### src/vmc_pkg.sv
// ----------------------------------------------------------------------------
// vmc_pkg: shared types and constants of the vending controller
// Command and status codes, controller states, datapath operations and the
// coin denomination tables that both the controller and datapath use.
// ----------------------------------------------------------------------------
package vmc_pkg;

  // Field widths fixed by the interface.
  localparam int FIELD_W    = 8;
  localparam int PRICE_W    = 10;
  localparam int CMD_W      = 2;
  localparam int INDEX_W    = 3;
  localparam int STATUS_W   = 3;
  localparam int CFG_IDX_W  = 3;
  localparam int NUM_PRICES = 4;

  // Coin denominations.
  localparam int NUM_COINS = 6;
  localparam int COIN_W    = 3;
  localparam logic [COIN_W-1:0] COIN_LAST = COIN_W'(NUM_COINS - 1);

  // Largest inserted sum is 255 * (1 + 5 + 10 + 25 + 100 + 200), below 2**17.
  localparam int MONEY_W = 17;

  // Reciprocals for the constant dividers: floor(2**RECIP_SH / value).
  localparam int RECIP_SH = 17;
  localparam int RECIP_W  = 18;

  typedef enum logic [CMD_W-1:0] {
    CMD_LOAD_PRODUCT = 2'd0,
    CMD_LOAD_COIN    = 2'd1,
    CMD_SELECT       = 2'd2,
    CMD_PAY          = 2'd3
  } cmd_t;

  typedef enum logic [STATUS_W-1:0] {
    ST_OK        = 3'd0,
    ST_SOLD_OUT  = 3'd1,
    ST_NO_SEL    = 3'd2,
    ST_LOW_FUNDS = 3'd3,
    ST_NO_CHANGE = 3'd4
  } status_t;

  typedef enum logic [2:0] {
    S_IDLE,
    S_SUM,
    S_CHECK,
    S_DIV_A,
    S_DIV_B,
    S_FIN
  } state_t;

  typedef enum logic [2:0] {
    OP_NONE,
    OP_SUM,
    OP_SUB,
    OP_DIV_A,
    OP_DIV_B,
    OP_FINISH
  } dp_op_t;

  // Controller to datapath.
  typedef struct packed {
    logic              latch;
    dp_op_t            op;
    logic [COIN_W-1:0] coin;
  } ctl_t;

  // Datapath to controller.
  typedef struct packed {
    logic early_fail;
    logic funds_low;
  } sts_t;

  function automatic logic [FIELD_W-1:0] coin_val(input logic [COIN_W-1:0] k);
    logic [FIELD_W-1:0] v;
    case (k)
      3'd0:    v = 8'd1;
      3'd1:    v = 8'd5;
      3'd2:    v = 8'd10;
      3'd3:    v = 8'd25;
      3'd4:    v = 8'd100;
      3'd5:    v = 8'd200;
      default: v = 8'd0;
    endcase
    return v;
  endfunction

  function automatic logic [RECIP_W-1:0] coin_recip(input logic [COIN_W-1:0] k);
    logic [RECIP_W-1:0] r;
    case (k)
      3'd0:    r = 18'd131072;
      3'd1:    r = 18'd26214;
      3'd2:    r = 18'd13107;
      3'd3:    r = 18'd5242;
      3'd4:    r = 18'd1310;
      3'd5:    r = 18'd655;
      default: r = 18'd0;
    endcase
    return r;
  endfunction

endpackage

### src/vmc_ctrl.sv
// ----------------------------------------------------------------------------
// vmc_ctrl: sequencer of the vending controller
// Accepts a request, steps the datapath through summing, checking and the
// greedy change walk, and holds the result valid until it is taken.
// ----------------------------------------------------------------------------
module vmc_ctrl (
  input  logic                          clk,
  input  logic                          rst_n,
  input  logic                          in_valid,
  input  logic [vmc_pkg::CMD_W-1:0]     in_cmd,
  output logic                          in_stall,
  output logic                          out_valid,
  input  logic                          out_stall,
  output vmc_pkg::ctl_t                 ctl,
  input  vmc_pkg::sts_t                 sts
);

  vmc_pkg::state_t                  state_r, state_nxt;
  logic [vmc_pkg::COIN_W-1:0]       coin_r, coin_nxt;
  logic                             out_valid_r, out_valid_nxt;

  always_ff @(posedge clk) begin
    if (!rst_n) begin
      state_r     <= vmc_pkg::S_IDLE;
      coin_r      <= '0;
      out_valid_r <= 1'b0;
    end else begin
      state_r     <= state_nxt;
      coin_r      <= coin_nxt;
      out_valid_r <= out_valid_nxt;
    end
  end

  always_comb begin
    state_nxt     = state_r;
    coin_nxt      = coin_r;
    out_valid_nxt = out_valid_r && out_stall;
    ctl.latch     = 1'b0;
    ctl.op        = vmc_pkg::OP_NONE;
    ctl.coin      = coin_r;
    unique case (state_r)
      vmc_pkg::S_IDLE: begin
        if (in_valid) begin
          ctl.latch = 1'b1;
          coin_nxt  = '0;
          state_nxt = (in_cmd == vmc_pkg::CMD_PAY) ? vmc_pkg::S_SUM : vmc_pkg::S_FIN;
        end
      end
      vmc_pkg::S_SUM: begin
        ctl.op = vmc_pkg::OP_SUM;
        if (coin_r == vmc_pkg::COIN_LAST) begin
          state_nxt = vmc_pkg::S_CHECK;
        end else begin
          coin_nxt = coin_r + 1'b1;
        end
      end
      vmc_pkg::S_CHECK: begin
        ctl.op = vmc_pkg::OP_SUB;
        if (sts.early_fail || sts.funds_low) begin
          state_nxt = vmc_pkg::S_FIN;
        end else begin
          coin_nxt  = vmc_pkg::COIN_LAST;
          state_nxt = vmc_pkg::S_DIV_A;
        end
      end
      vmc_pkg::S_DIV_A: begin
        ctl.op    = vmc_pkg::OP_DIV_A;
        state_nxt = vmc_pkg::S_DIV_B;
      end
      vmc_pkg::S_DIV_B: begin
        ctl.op = vmc_pkg::OP_DIV_B;
        if (coin_r == '0) begin
          state_nxt = vmc_pkg::S_FIN;
        end else begin
          coin_nxt  = coin_r - 1'b1;
          state_nxt = vmc_pkg::S_DIV_A;
        end
      end
      vmc_pkg::S_FIN: begin
        if (!out_valid_r || !out_stall) begin
          ctl.op        = vmc_pkg::OP_FINISH;
          out_valid_nxt = 1'b1;
          state_nxt     = vmc_pkg::S_IDLE;
        end
      end
      default: begin
        state_nxt = vmc_pkg::S_IDLE;
      end
    endcase
  end

  assign in_stall  = (state_r != vmc_pkg::S_IDLE);
  assign out_valid = out_valid_r;

endmodule

### src/vmc_datapath.sv
// ----------------------------------------------------------------------------
// vmc_datapath: storage and arithmetic of the vending controller
// Holds prices, stock and coin counts and the selection, sums the inserted
// coins, divides the remainder by each denomination and forms the result.
// ----------------------------------------------------------------------------
module vmc_datapath #(
  parameter int NUM_PRODUCTS = 4,
  parameter int COUNT_BITS   = 8
) (
  input  logic                              clk,
  input  logic                              rst_n,
  input  vmc_pkg::ctl_t                     ctl,
  output vmc_pkg::sts_t                     sts,
  input  logic                              cfg_we,
  input  logic [vmc_pkg::CFG_IDX_W-1:0]     cfg_index,
  input  logic [vmc_pkg::PRICE_W-1:0]       cfg_data,
  input  logic [vmc_pkg::CMD_W-1:0]         in_cmd,
  input  logic [vmc_pkg::INDEX_W-1:0]       in_index,
  input  logic [vmc_pkg::FIELD_W-1:0]       in_load_value,
  input  logic [vmc_pkg::FIELD_W-1:0]       in_paid_penny,
  input  logic [vmc_pkg::FIELD_W-1:0]       in_paid_nickel,
  input  logic [vmc_pkg::FIELD_W-1:0]       in_paid_dime,
  input  logic [vmc_pkg::FIELD_W-1:0]       in_paid_quarter,
  input  logic [vmc_pkg::FIELD_W-1:0]       in_paid_dollar,
  input  logic [vmc_pkg::FIELD_W-1:0]       in_paid_twodollar,
  output logic [vmc_pkg::STATUS_W-1:0]      out_status,
  output logic [vmc_pkg::PRICE_W-1:0]       out_price,
  output logic                              out_dispensed,
  output logic [1:0]                        out_product,
  output logic [vmc_pkg::FIELD_W-1:0]       out_change_penny,
  output logic [vmc_pkg::FIELD_W-1:0]       out_change_nickel,
  output logic [vmc_pkg::FIELD_W-1:0]       out_change_dime,
  output logic [vmc_pkg::FIELD_W-1:0]       out_change_quarter,
  output logic [vmc_pkg::FIELD_W-1:0]       out_change_dollar,
  output logic [vmc_pkg::FIELD_W-1:0]       out_change_twodollar
);

  localparam int PIDX_W  = (NUM_PRODUCTS > 1) ? $clog2(NUM_PRODUCTS) : 1;
  localparam int SEL_W   = (PIDX_W > vmc_pkg::INDEX_W) ? PIDX_W : vmc_pkg::INDEX_W;
  localparam int MW      = vmc_pkg::MONEY_W;
  localparam int PROD_W  = MW + vmc_pkg::RECIP_W;
  localparam int SC_W    = COUNT_BITS + vmc_pkg::FIELD_W;
  localparam int QC_W    = MW + vmc_pkg::FIELD_W;
  localparam int WW      = (SC_W > MW) ? SC_W : MW;
  localparam int NC      = vmc_pkg::NUM_COINS;

  // Configuration and long-lived state.
  logic [vmc_pkg::PRICE_W-1:0]   price_r  [vmc_pkg::NUM_PRICES];
  logic [COUNT_BITS-1:0]         pstock_r [NUM_PRODUCTS];
  logic [COUNT_BITS-1:0]         cstock_r [NC];
  logic [PIDX_W-1:0]             sel_r;
  logic                          sel_valid_r;

  // Request held for the length of its processing.
  vmc_pkg::cmd_t                 cmd_r;
  logic [vmc_pkg::INDEX_W-1:0]   idx_r;
  logic [COUNT_BITS-1:0]         val_r;
  logic [vmc_pkg::FIELD_W-1:0]   paid_r [NC];

  // Working registers.
  logic [MW-1:0]                 money_r;
  logic [MW-1:0]                 rest_r;
  logic [PROD_W-1:0]             prod_r;
  logic [SC_W-1:0]               stockc_r;
  logic [COUNT_BITS-1:0]         give_r [NC];

  logic [vmc_pkg::FIELD_W-1:0]   cval;
  logic [SEL_W-1:0]              idx_ext, sel_ext;
  logic [PIDX_W-1:0]             idx_p;
  logic                          idx_ok;
  logic [vmc_pkg::PRICE_W-1:0]   price_idx, price_sel;
  logic [COUNT_BITS-1:0]         sel_stock;

  logic [MW-1:0]                 q_est, q_fix, rem0, rem_fix, rest_nxt;
  logic [QC_W-1:0]               qc;
  logic                          fix, take_q;
  logic [COUNT_BITS-1:0]         give_nxt;

  vmc_pkg::status_t              res_status;
  logic [vmc_pkg::PRICE_W-1:0]   res_price;
  logic                          res_dispensed;
  logic [1:0]                    res_product;
  logic                          wr_pstock, wr_cstock, do_sel, do_buy;

  assign cval    = vmc_pkg::coin_val(ctl.coin);
  assign idx_ext = SEL_W'(idx_r);
  assign idx_p   = idx_ext[PIDX_W-1:0];
  assign idx_ok  = (int'(idx_r) < NUM_PRODUCTS);
  assign sel_ext = SEL_W'(sel_r);

  // Products without a price register read as free.
  assign price_idx = (idx_ext < SEL_W'(vmc_pkg::NUM_PRICES)) ? price_r[idx_ext[1:0]] : '0;
  assign price_sel = (sel_ext < SEL_W'(vmc_pkg::NUM_PRICES)) ? price_r[sel_ext[1:0]] : '0;
  assign sel_stock = pstock_r[sel_r];

  assign sts.early_fail = !sel_valid_r || (sel_stock == '0);
  assign sts.funds_low  = (money_r < MW'(price_sel));

  // Second half of one greedy step: the quotient estimate is at most one
  // short, so a single compare and subtract corrects it.
  always_comb begin
    q_est    = MW'(prod_r >> vmc_pkg::RECIP_SH);
    qc       = QC_W'(q_est) * QC_W'(cval);
    rem0     = MW'(QC_W'(rest_r) - qc);
    fix      = (rem0 >= MW'(cval));
    q_fix    = q_est + MW'(fix);
    rem_fix  = fix ? (rem0 - MW'(cval)) : rem0;
    take_q   = (q_fix < MW'(cstock_r[ctl.coin]));
    give_nxt = take_q ? COUNT_BITS'(q_fix) : cstock_r[ctl.coin];
    rest_nxt = take_q ? rem_fix : MW'(WW'(rest_r) - WW'(stockc_r));
  end

  // Result of the held request.
  always_comb begin
    res_status    = vmc_pkg::ST_OK;
    res_price     = '0;
    res_dispensed = 1'b0;
    res_product   = '0;
    wr_pstock     = 1'b0;
    wr_cstock     = 1'b0;
    do_sel        = 1'b0;
    do_buy        = 1'b0;
    case (cmd_r)
      vmc_pkg::CMD_LOAD_PRODUCT: begin
        wr_pstock = idx_ok;
      end
      vmc_pkg::CMD_LOAD_COIN: begin
        wr_cstock = (int'(idx_r) < NC);
      end
      vmc_pkg::CMD_SELECT: begin
        res_product = idx_r[1:0];
        if (idx_ok && (pstock_r[idx_p] != '0)) begin
          do_sel    = 1'b1;
          res_price = price_idx;
        end else begin
          res_status = vmc_pkg::ST_SOLD_OUT;
        end
      end
      default: begin
        if (!sel_valid_r) begin
          res_status = vmc_pkg::ST_NO_SEL;
        end else begin
          res_price   = price_sel;
          res_product = sel_ext[1:0];
          if (sel_stock == '0) begin
            res_status = vmc_pkg::ST_SOLD_OUT;
          end else if (money_r < MW'(price_sel)) begin
            res_status = vmc_pkg::ST_LOW_FUNDS;
          end else if (rest_r != '0) begin
            res_status = vmc_pkg::ST_NO_CHANGE;
          end else begin
            do_buy        = 1'b1;
            res_dispensed = 1'b1;
          end
        end
      end
    endcase
  end

  // Long-lived state, cleared by reset.
  always_ff @(posedge clk) begin
    if (!rst_n) begin
      for (int i = 0; i < vmc_pkg::NUM_PRICES; i++) begin
        price_r[i] <= '0;
      end
      for (int i = 0; i < NUM_PRODUCTS; i++) begin
        pstock_r[i] <= '0;
      end
      for (int i = 0; i < NC; i++) begin
        cstock_r[i] <= '0;
      end
      sel_r       <= '0;
      sel_valid_r <= 1'b0;
    end else begin
      if (cfg_we && (int'(cfg_index) < vmc_pkg::NUM_PRICES)) begin
        price_r[cfg_index[1:0]] <= cfg_data;
      end
      if (ctl.op == vmc_pkg::OP_FINISH) begin
        if (wr_pstock) begin
          pstock_r[idx_p] <= val_r;
        end
        if (wr_cstock) begin
          cstock_r[idx_r] <= val_r;
        end
        if (do_sel) begin
          sel_r       <= idx_p;
          sel_valid_r <= 1'b1;
        end
        if (do_buy) begin
          pstock_r[sel_r] <= sel_stock - 1'b1;
          for (int i = 0; i < NC; i++) begin
            cstock_r[i] <= cstock_r[i] - give_r[i];
          end
        end
      end
    end
  end

  // Request capture and working registers.
  always_ff @(posedge clk) begin
    if (ctl.latch) begin
      cmd_r     <= vmc_pkg::cmd_t'(in_cmd);
      idx_r     <= in_index;
      val_r     <= COUNT_BITS'(in_load_value);
      paid_r[0] <= in_paid_penny;
      paid_r[1] <= in_paid_nickel;
      paid_r[2] <= in_paid_dime;
      paid_r[3] <= in_paid_quarter;
      paid_r[4] <= in_paid_dollar;
      paid_r[5] <= in_paid_twodollar;
      money_r   <= '0;
    end
    case (ctl.op)
      vmc_pkg::OP_SUM: begin
        money_r <= money_r + MW'(16'(paid_r[ctl.coin]) * 16'(cval));
      end
      vmc_pkg::OP_SUB: begin
        rest_r <= money_r - MW'(price_sel);
      end
      vmc_pkg::OP_DIV_A: begin
        prod_r   <= PROD_W'(rest_r) * PROD_W'(vmc_pkg::coin_recip(ctl.coin));
        stockc_r <= SC_W'(cstock_r[ctl.coin]) * SC_W'(cval);
      end
      vmc_pkg::OP_DIV_B: begin
        give_r[ctl.coin] <= give_nxt;
        rest_r           <= rest_nxt;
      end
      default: begin
      end
    endcase
  end

  // Output register.
  always_ff @(posedge clk) begin
    if (ctl.op == vmc_pkg::OP_FINISH) begin
      out_status    <= res_status;
      out_price     <= res_price;
      out_dispensed <= res_dispensed;
      out_product   <= res_product;
      out_change_penny     <= do_buy ? vmc_pkg::FIELD_W'(give_r[0]) : '0;
      out_change_nickel    <= do_buy ? vmc_pkg::FIELD_W'(give_r[1]) : '0;
      out_change_dime      <= do_buy ? vmc_pkg::FIELD_W'(give_r[2]) : '0;
      out_change_quarter   <= do_buy ? vmc_pkg::FIELD_W'(give_r[3]) : '0;
      out_change_dollar    <= do_buy ? vmc_pkg::FIELD_W'(give_r[4]) : '0;
      out_change_twodollar <= do_buy ? vmc_pkg::FIELD_W'(give_r[5]) : '0;
    end
  end

endmodule

### src/vending_controller_greedy_change_top.sv
// ----------------------------------------------------------------------------
// vending_controller_greedy_change_top: vending controller with greedy change
// Keeps product stock and coin counts, answers select requests with the
// price, and on pay returns change from the largest coin down.
// ----------------------------------------------------------------------------
//
//   Channel   Direction  Handshake            Contents
//   in_       input      in_valid / in_stall  cmd, index, load value, paid coins
//   out_      output     out_valid/out_stall  status, price, product, change
//   cfg_      input      cfg_valid/cfg_ready  price register index and value
//
// A load or select request is accepted in the idle state and goes straight to
// the finish step, which writes the result into the output register. A pay
// request is accepted, sums the inserted coins (one denomination per cycle
// through one small multiplier), runs the funds check and then the greedy
// change walk, where per denomination a reciprocal multiply (S_DIV_A) is
// followed by a correcting compare and subtract (S_DIV_B), and finally
// writes the result in the finish step.
// A pay that fails the selection, stock or funds check skips the change walk.
// The block takes one request at a time; in_stall is high while it works.
// The result sits in an output register, so a new request is accepted while
// the previous result still waits; a stalled output only holds the block in
// its final step. Reset is synchronous and clears all counts, prices and the
// selection. Configuration writes are always taken (cfg_ready is tied high).
//
module vending_controller_greedy_change_top #(
  parameter int NUM_PRODUCTS = 4,
  parameter int COUNT_BITS   = 8
) (
  input  logic                              clk,
  input  logic                              rst_n,
  // Request channel.
  input  logic                              in_valid,
  output logic                              in_stall,
  input  logic [vmc_pkg::CMD_W-1:0]         in_cmd,
  input  logic [vmc_pkg::INDEX_W-1:0]       in_index,
  input  logic [vmc_pkg::FIELD_W-1:0]       in_load_value,
  input  logic [vmc_pkg::FIELD_W-1:0]       in_paid_penny,
  input  logic [vmc_pkg::FIELD_W-1:0]       in_paid_nickel,
  input  logic [vmc_pkg::FIELD_W-1:0]       in_paid_dime,
  input  logic [vmc_pkg::FIELD_W-1:0]       in_paid_quarter,
  input  logic [vmc_pkg::FIELD_W-1:0]       in_paid_dollar,
  input  logic [vmc_pkg::FIELD_W-1:0]       in_paid_twodollar,
  // Result channel.
  output logic                              out_valid,
  input  logic                              out_stall,
  output logic [vmc_pkg::STATUS_W-1:0]      out_status,
  output logic [vmc_pkg::PRICE_W-1:0]       out_price,
  output logic                              out_dispensed,
  output logic [1:0]                        out_product,
  output logic [vmc_pkg::FIELD_W-1:0]       out_change_penny,
  output logic [vmc_pkg::FIELD_W-1:0]       out_change_nickel,
  output logic [vmc_pkg::FIELD_W-1:0]       out_change_dime,
  output logic [vmc_pkg::FIELD_W-1:0]       out_change_quarter,
  output logic [vmc_pkg::FIELD_W-1:0]       out_change_dollar,
  output logic [vmc_pkg::FIELD_W-1:0]       out_change_twodollar,
  // Configuration channel.
  input  logic                              cfg_valid,
  output logic                              cfg_ready,
  input  logic [vmc_pkg::CFG_IDX_W-1:0]     cfg_index,
  input  logic [vmc_pkg::PRICE_W-1:0]       cfg_data
);

  vmc_pkg::ctl_t ctl;
  vmc_pkg::sts_t sts;

  // Price registers are plain flops, so a write can land on any cycle.
  assign cfg_ready = 1'b1;

  // The controller sequences each request; it sees only the command code of
  // the incoming request and the two check results of the datapath.
  vmc_ctrl u_ctrl (
    .clk       (clk),
    .rst_n     (rst_n),
    .in_valid  (in_valid),
    .in_cmd    (in_cmd),
    .in_stall  (in_stall),
    .out_valid (out_valid),
    .out_stall (out_stall),
    .ctl       (ctl),
    .sts       (sts)
  );

  // The datapath holds all counts and prices and drives the result fields.
  vmc_datapath #(
    .NUM_PRODUCTS (NUM_PRODUCTS),
    .COUNT_BITS   (COUNT_BITS)
  ) u_datapath (
    .clk                  (clk),
    .rst_n                (rst_n),
    .ctl                  (ctl),
    .sts                  (sts),
    .cfg_we               (cfg_valid && cfg_ready),
    .cfg_index            (cfg_index),
    .cfg_data             (cfg_data),
    .in_cmd               (in_cmd),
    .in_index             (in_index),
    .in_load_value        (in_load_value),
    .in_paid_penny        (in_paid_penny),
    .in_paid_nickel       (in_paid_nickel),
    .in_paid_dime         (in_paid_dime),
    .in_paid_quarter      (in_paid_quarter),
    .in_paid_dollar       (in_paid_dollar),
    .in_paid_twodollar    (in_paid_twodollar),
    .out_status           (out_status),
    .out_price            (out_price),
    .out_dispensed        (out_dispensed),
    .out_product          (out_product),
    .out_change_penny     (out_change_penny),
    .out_change_nickel    (out_change_nickel),
    .out_change_dime      (out_change_dime),
    .out_change_quarter   (out_change_quarter),
    .out_change_dollar    (out_change_dollar),
    .out_change_twodollar (out_change_twodollar)
  );

`ifndef SYNTHESIS
  // The block always goes busy right after it accepts a request.
  assert property (@(posedge clk) disable iff (!rst_n)
    (in_valid && !in_stall) |=> in_stall)
    else $error("request accepted but block did not go busy");

  // A new result only appears at the end of a busy period.
  assert property (@(posedge clk) disable iff (!rst_n)
    $rose(out_valid) |-> $past(in_stall))
    else $error("result appeared without a request in flight");

  // A released product always comes with an OK status.
  assert property (@(posedge clk) disable iff (!rst_n)
    (out_valid && out_dispensed) |-> (out_status == vmc_pkg::ST_OK))
    else $error("product released with a failure status");

  // A failed request returns no coins.
  assert property (@(posedge clk) disable iff (!rst_n)
    (out_valid && (out_status != vmc_pkg::ST_OK)) |->
      (!out_dispensed && (out_change_penny == '0) && (out_change_nickel == '0) &&
       (out_change_dime == '0) && (out_change_quarter == '0) &&
       (out_change_dollar == '0) && (out_change_twodollar == '0)))
    else $error("change returned on a failed request");
`endif

endmodule
### config.mk
export PLATFORM = sky130hd
export DESIGN_NAME = vending_controller_greedy_change_top
export DESIGN_NICKNAME = d
export VERILOG_FILES = /design/src/vmc_pkg.sv /design/src/vmc_ctrl.sv /design/src/vmc_datapath.sv /design/src/vending_controller_greedy_change_top.sv
export SDC_FILE = /design/constraint.sdc
export NUM_CORES = 2
export LEC_CHECK = 0
export BUFFER_PORTS_ARGS = -buffer_cell sky130_fd_sc_hd__buf_4
export CAP_MARGIN = 20
export CORE_ASPECT_RATIO = 0.7
export CORE_MARGIN = 3
export CORE_UTILIZATION = 44
export CTS_BUF_LIST = sky130_fd_sc_hd__clkbuf_4 sky130_fd_sc_hd__clkbuf_8
export DETAILED_ROUTE_END_ITERATION = 12
export PLACE_DENSITY = 0.63
export SETUP_SLACK_MARGIN = 0.3
export SLEW_MARGIN = 30
export SYNTH_ARGS = -nofsm -noshare
export SYNTH_HDL_FRONTEND = slang
export SYNTH_SLANG_ARGS = --single-unit
### constraint.sdc
create_clock -name clk -period 11.6 [get_ports clk]
set_clock_uncertainty 0.05 [all_clocks]
set_input_delay 1.16 -clock clk [delete_from_list [all_inputs] [get_ports clk]]
set_output_delay 1.16 -clock clk [all_outputs]
set_load 0.01 [all_outputs]
==> out/qor.txt <==
STATUS
----------------------------------------------------------------------------------------
Outcome ................................................................... finished clean

WORST HOLD PATH
----------------------------------------------------------------------------------------
Worst hold start .......................................................... u_datapath.sel_r[1]
Hold path cells ...........................................................            2
Min-Delay Path Class ......................................................   reg -> reg

FLOORPLANNING
----------------------------------------------------------------------------------------
IO Count ..................................................................          146
Floorplan die area ........................................................  86600 sq um
Floorplan die width .......................................................       350 um
Cell row count ............................................................           87
Placeable core region .....................................................  81400 sq um
Starting density of the core ..............................................        0.449
Die H .....................................................................       247 um

ROUTING
----------------------------------------------------------------------------------------
Pre-Repair DR Iteration Count .............................................            6
Routed wire length per instance ...........................................      21.3 um
Initial DRC count .........................................................         2427
Highest Signal Layer ......................................................         met4
Routed length on met2 .....................................................     40700 um
Total via count in the routed design ......................................        26.1k
Post-detailed-route count of antenna-violating nets .......................            0
Total length of routed met3 wires .........................................     11200 um
Vias per inst .............................................................         5.44
Post-route DRC ............................................................            0
Wirelength, routed ........................................................    102000 um
Detailed-route wire length on metal 1 .....................................     48700 um

SETUP PATH
----------------------------------------------------------------------------------------
Worst Setup Start Kind ....................................................         flop
Top cell by count, worst path .............................................         ha_1
Length in cells of the worst reg-to-reg path ..............................           33
Worst R2R Start ........................................................... u_ctrl.coin_r[0]
Type of the setup path with the least slack ...............................   reg -> reg
Slowest cell delay on critical path .......................................      0.76 ns
Cell with the largest stage delay on the worst path .......................        or4_2
Worst setup startpoint .................................................... u_ctrl.coin_r[0]
Arr. time, crit path ......................................................     11.15 ns
Top fanout value on the critical path .....................................           39
Critical Path End Type ....................................................         flop
Required time of the critical path ........................................     11.92 ns

GLOBAL ROUTING
----------------------------------------------------------------------------------------
Global-route total usage across every layer ...............................        0.241
Wire length of the first global-routing pass ..............................    159000 um
Number of global-route vias before repair .................................        26.2k
Maximum number of pins on one net before global-route repair ..............           64
Antenna violations before repair ..........................................            2
Total congestion overflow after global routing ............................            0

CLOCK NETWORK
----------------------------------------------------------------------------------------
Clock-pin slew of the registers on the worst-case setup and hold paths ....      0.07 ns
Total of cells resized after clock tree synthesis .........................            0
TritonCTS buffer count ....................................................           59
Post-CTS Hold Buffers .....................................................            0
Worst-skew pair later-pin latency .........................................      0.72 ns
Post-CTS Repair Setup Buffers .............................................            0
Maximum buffer depth of the clock tree ....................................            3
CTS tree ..................................................................          yes
Number of sinks on the clock net ..........................................          393
Maximum level of the CTS H-tree ...........................................            2
Clock Root Buffer .........................................................     clkbuf_8

SYNTH
----------------------------------------------------------------------------------------
Synthesized area per cell .................................................   10.3 sq um
Mapped cell area ..........................................................  36600 sq um
Dominant register cell in the synthesized netlist .........................     edfxtp_1
Share of flip-flops with an asynchronous set or reset .....................            0
Proportion of synthesized chip area in sequential cells ...................        0.318
Number of synthesized register bits .......................................          393
Yosys cell types ..........................................................           90
Number of warnings reported in the yosys synthesis log ....................            0
Number of standard cells after synthesis ..................................         3545
Number of enable flip-flop cells after synthesis ..........................          376

TIMING
----------------------------------------------------------------------------------------
RSZ-0062 raised after global routing ......................................        false
Total of endpoints with negative setup slack in the final report ..........            0
Portion of the clock cycle consumed by the worst path in the final layout .        0.933
Setup tns final ...........................................................         0 ns
Max transition margin .....................................................        0.289
Final Hold Viols ..........................................................            0
Minimum clock period ......................................................     10.83 ns
Max Freq ..................................................................     92.4 MHz
Least-Margin Pin Slew .....................................................      1.06 ns
Max-slew violation count ..................................................            0
Final-layout worst hold slack .............................................     0.541 ns

PLACEMENT
----------------------------------------------------------------------------------------
I/O Buffers ...............................................................          144
Final GP Congestion .......................................................        0.947
HPWL Detailed .............................................................     78100 um

CELLS AND AREA
----------------------------------------------------------------------------------------
Net count, final ..........................................................         4450
Share of final-layout standard cells stronger than drive strength 1 .......        0.117
Area Growth Syn to Fin ....................................................        10.4%

RUN
----------------------------------------------------------------------------------------
Total of max-cap violations ...............................................            0

[flip-flops by register name, summed over array words and instances, names as in the netlist, 8 cells and up, named ones only]
| signal | cells |
|---|---|
| u_datapath.out_change_penny | 8 |
| u_datapath.cstock_r | 64 |
| u_datapath.out_change_dime | 8 |
| u_datapath.prod_r | 17 |
| u_datapath.out_change_dollar | 8 |
| u_datapath.paid_r | 48 |
| u_datapath.price_r | 40 |
| u_datapath.pstock_r | 32 |
| u_datapath.out_change_nickel | 8 |
| u_datapath.out_change_twodollar | 8 |
| u_datapath.out_change_quarter | 8 |
| u_datapath.val_r | 8 |
| u_datapath.out_price | 10 |
| u_datapath.give_r | 48 |
| u_datapath.stockc_r | 16 |
| u_datapath.money_r | 17 |
| u_datapath.rest_r | 17 |
[cell usage after synthesis (all sizes together), types with 5 or more instances]
master	number	area share
a211oi	9	0.0018
a21boi	13	0.0027
a21o	71	0.015
a21oi	88	0.012
a22o	9	0.0022
a22oi	7	0.0014
a31o	6	0.0014
a31oi	15	0.0026
and2	199	0.034
and3	33	0.0057
buf	20	0.0025
clkbuf	120	0.013
dfxtp	17	0.0093
edfxtp	376	0.31
fa	362	0.20
ha	324	0.11
inv	604	0.062
mux2	10	0.0032
mux2i	24	0.0066
mux4	52	0.032
nand2	359	0.037
nand2b	37	0.0063
nand3	26	0.0036
nand4	6	0.0010
nor2	193	0.020
nor2b	29	0.0050
nor3	79	0.011
nor4	19	0.0037
o2111ai	5	0.0012
o211a	7	0.0019
o211ai	8	0.0016
o21a	15	0.0031
o21ai	146	0.020
o21bai	7	0.0014
o31ai	11	0.0023
o41ai	5	0.0012
or2	15	0.0026
or3	15	0.0027
or4	6	0.0015
xnor2	97	0.023
xor2	42	0.010
[cell usage in the layout (no fill, tap or decap), drive strengths merged, types with 19 or more instances in the layout]
cell / count
a21o: 71
a21oi: 88
and2: 199
and3: 33
buf: 204
clkbuf: 81
clkinv: 19
edfxtp: 376
fa: 362
ha: 324
inv: 607
mux2i: 24
mux4: 52
nand2: 359
nand2b: 37
nand3: 26
nor2: 193
nor2b: 29
nor3: 79
nor4: 19
o21ai: 146
xnor2: 97
xor2: 42
[cell families after synthesis]
group / Yosys count / synth area share
XOR/XNOR: 140 / 0.0340
adder cells (fa/ha/maj): 686 / 0.309
other: 2 / 0.000205
multiplexers: 86 / 0.0418
buffers and inverters: 745 / 0.0773
AND/OR/NAND/NOR: 1035 / 0.138
flip-flops: 393 / 0.318
AO/OA/AOI/OAI: 458 / 0.0811
[area by class of cell]
| class | count | area (sq um) |
|---|---|---|
| diodes | 2 | 5.00 |
| clock buffers | 81 | 1000 |
| clock inverters | 31 | 295 |
| fillers | 7431 | 41100 |
| inverters | 605 | 2270 |
| multi-input cells | 2422 | 22300 |
| flip-flops and latches | 393 | 11600 |
| well taps | 1068 | 1340 |
| repair buffers | 204 | 1530 |
[final timing paths]
path,slack (ns),end
worst max-delay path,0.77,u_datapath.give_r[3][1]
worst min-delay path,0.54,flop
worst max register to register,0.77,u_datapath.give_r[3][1]
worst min register to register,0.54,flop
[layer usage]
layer,up-vias,GRT usage
met1,13000,0.378
met2,1059,0.332
li1,12000,-
met4,0,0.0433
met3,111,0.0643
met5,-,0
[per-stage QoR]
| step | utilization | setup WS (ns) | cell area [sq um] | std cells |
|---|---|---|---|---|
| 3_5_place_dp | 0.479 | 0.619 | 39000 | 4692 |
| 3_3_place_gp | 0.479 | 0.974 | 39000 | 4692 |
| 4_1_cts | 0.495 | 0.611 | 40300 | 4804 |
| 6_report | 0.496 | 0.773 | 40400 | 4806 |
| 2_1_floorplan | - | 2.65 | 36600 | 3560 |
| 5_1_grt | 0.496 | 0.388 | 40400 | 4805 |
[worst max-delay path: cells and delay by family, from the launching register on]
kind | cells | cell delay (ns)
buffers and inverters | 6 | 1.03
AND/OR/NAND/NOR | 9 | 3.05
adder cells (fa/ha/maj) | 9 | 3.50
AO/OA/AOI/OAI | 8 | 2.06
flip-flops | 1 | 0.55
XOR/XNOR | 1 | 0.20
Power is not shown: default switching activity piles up to over one toggle a cycle in this logic, so the estimate is an artifact.
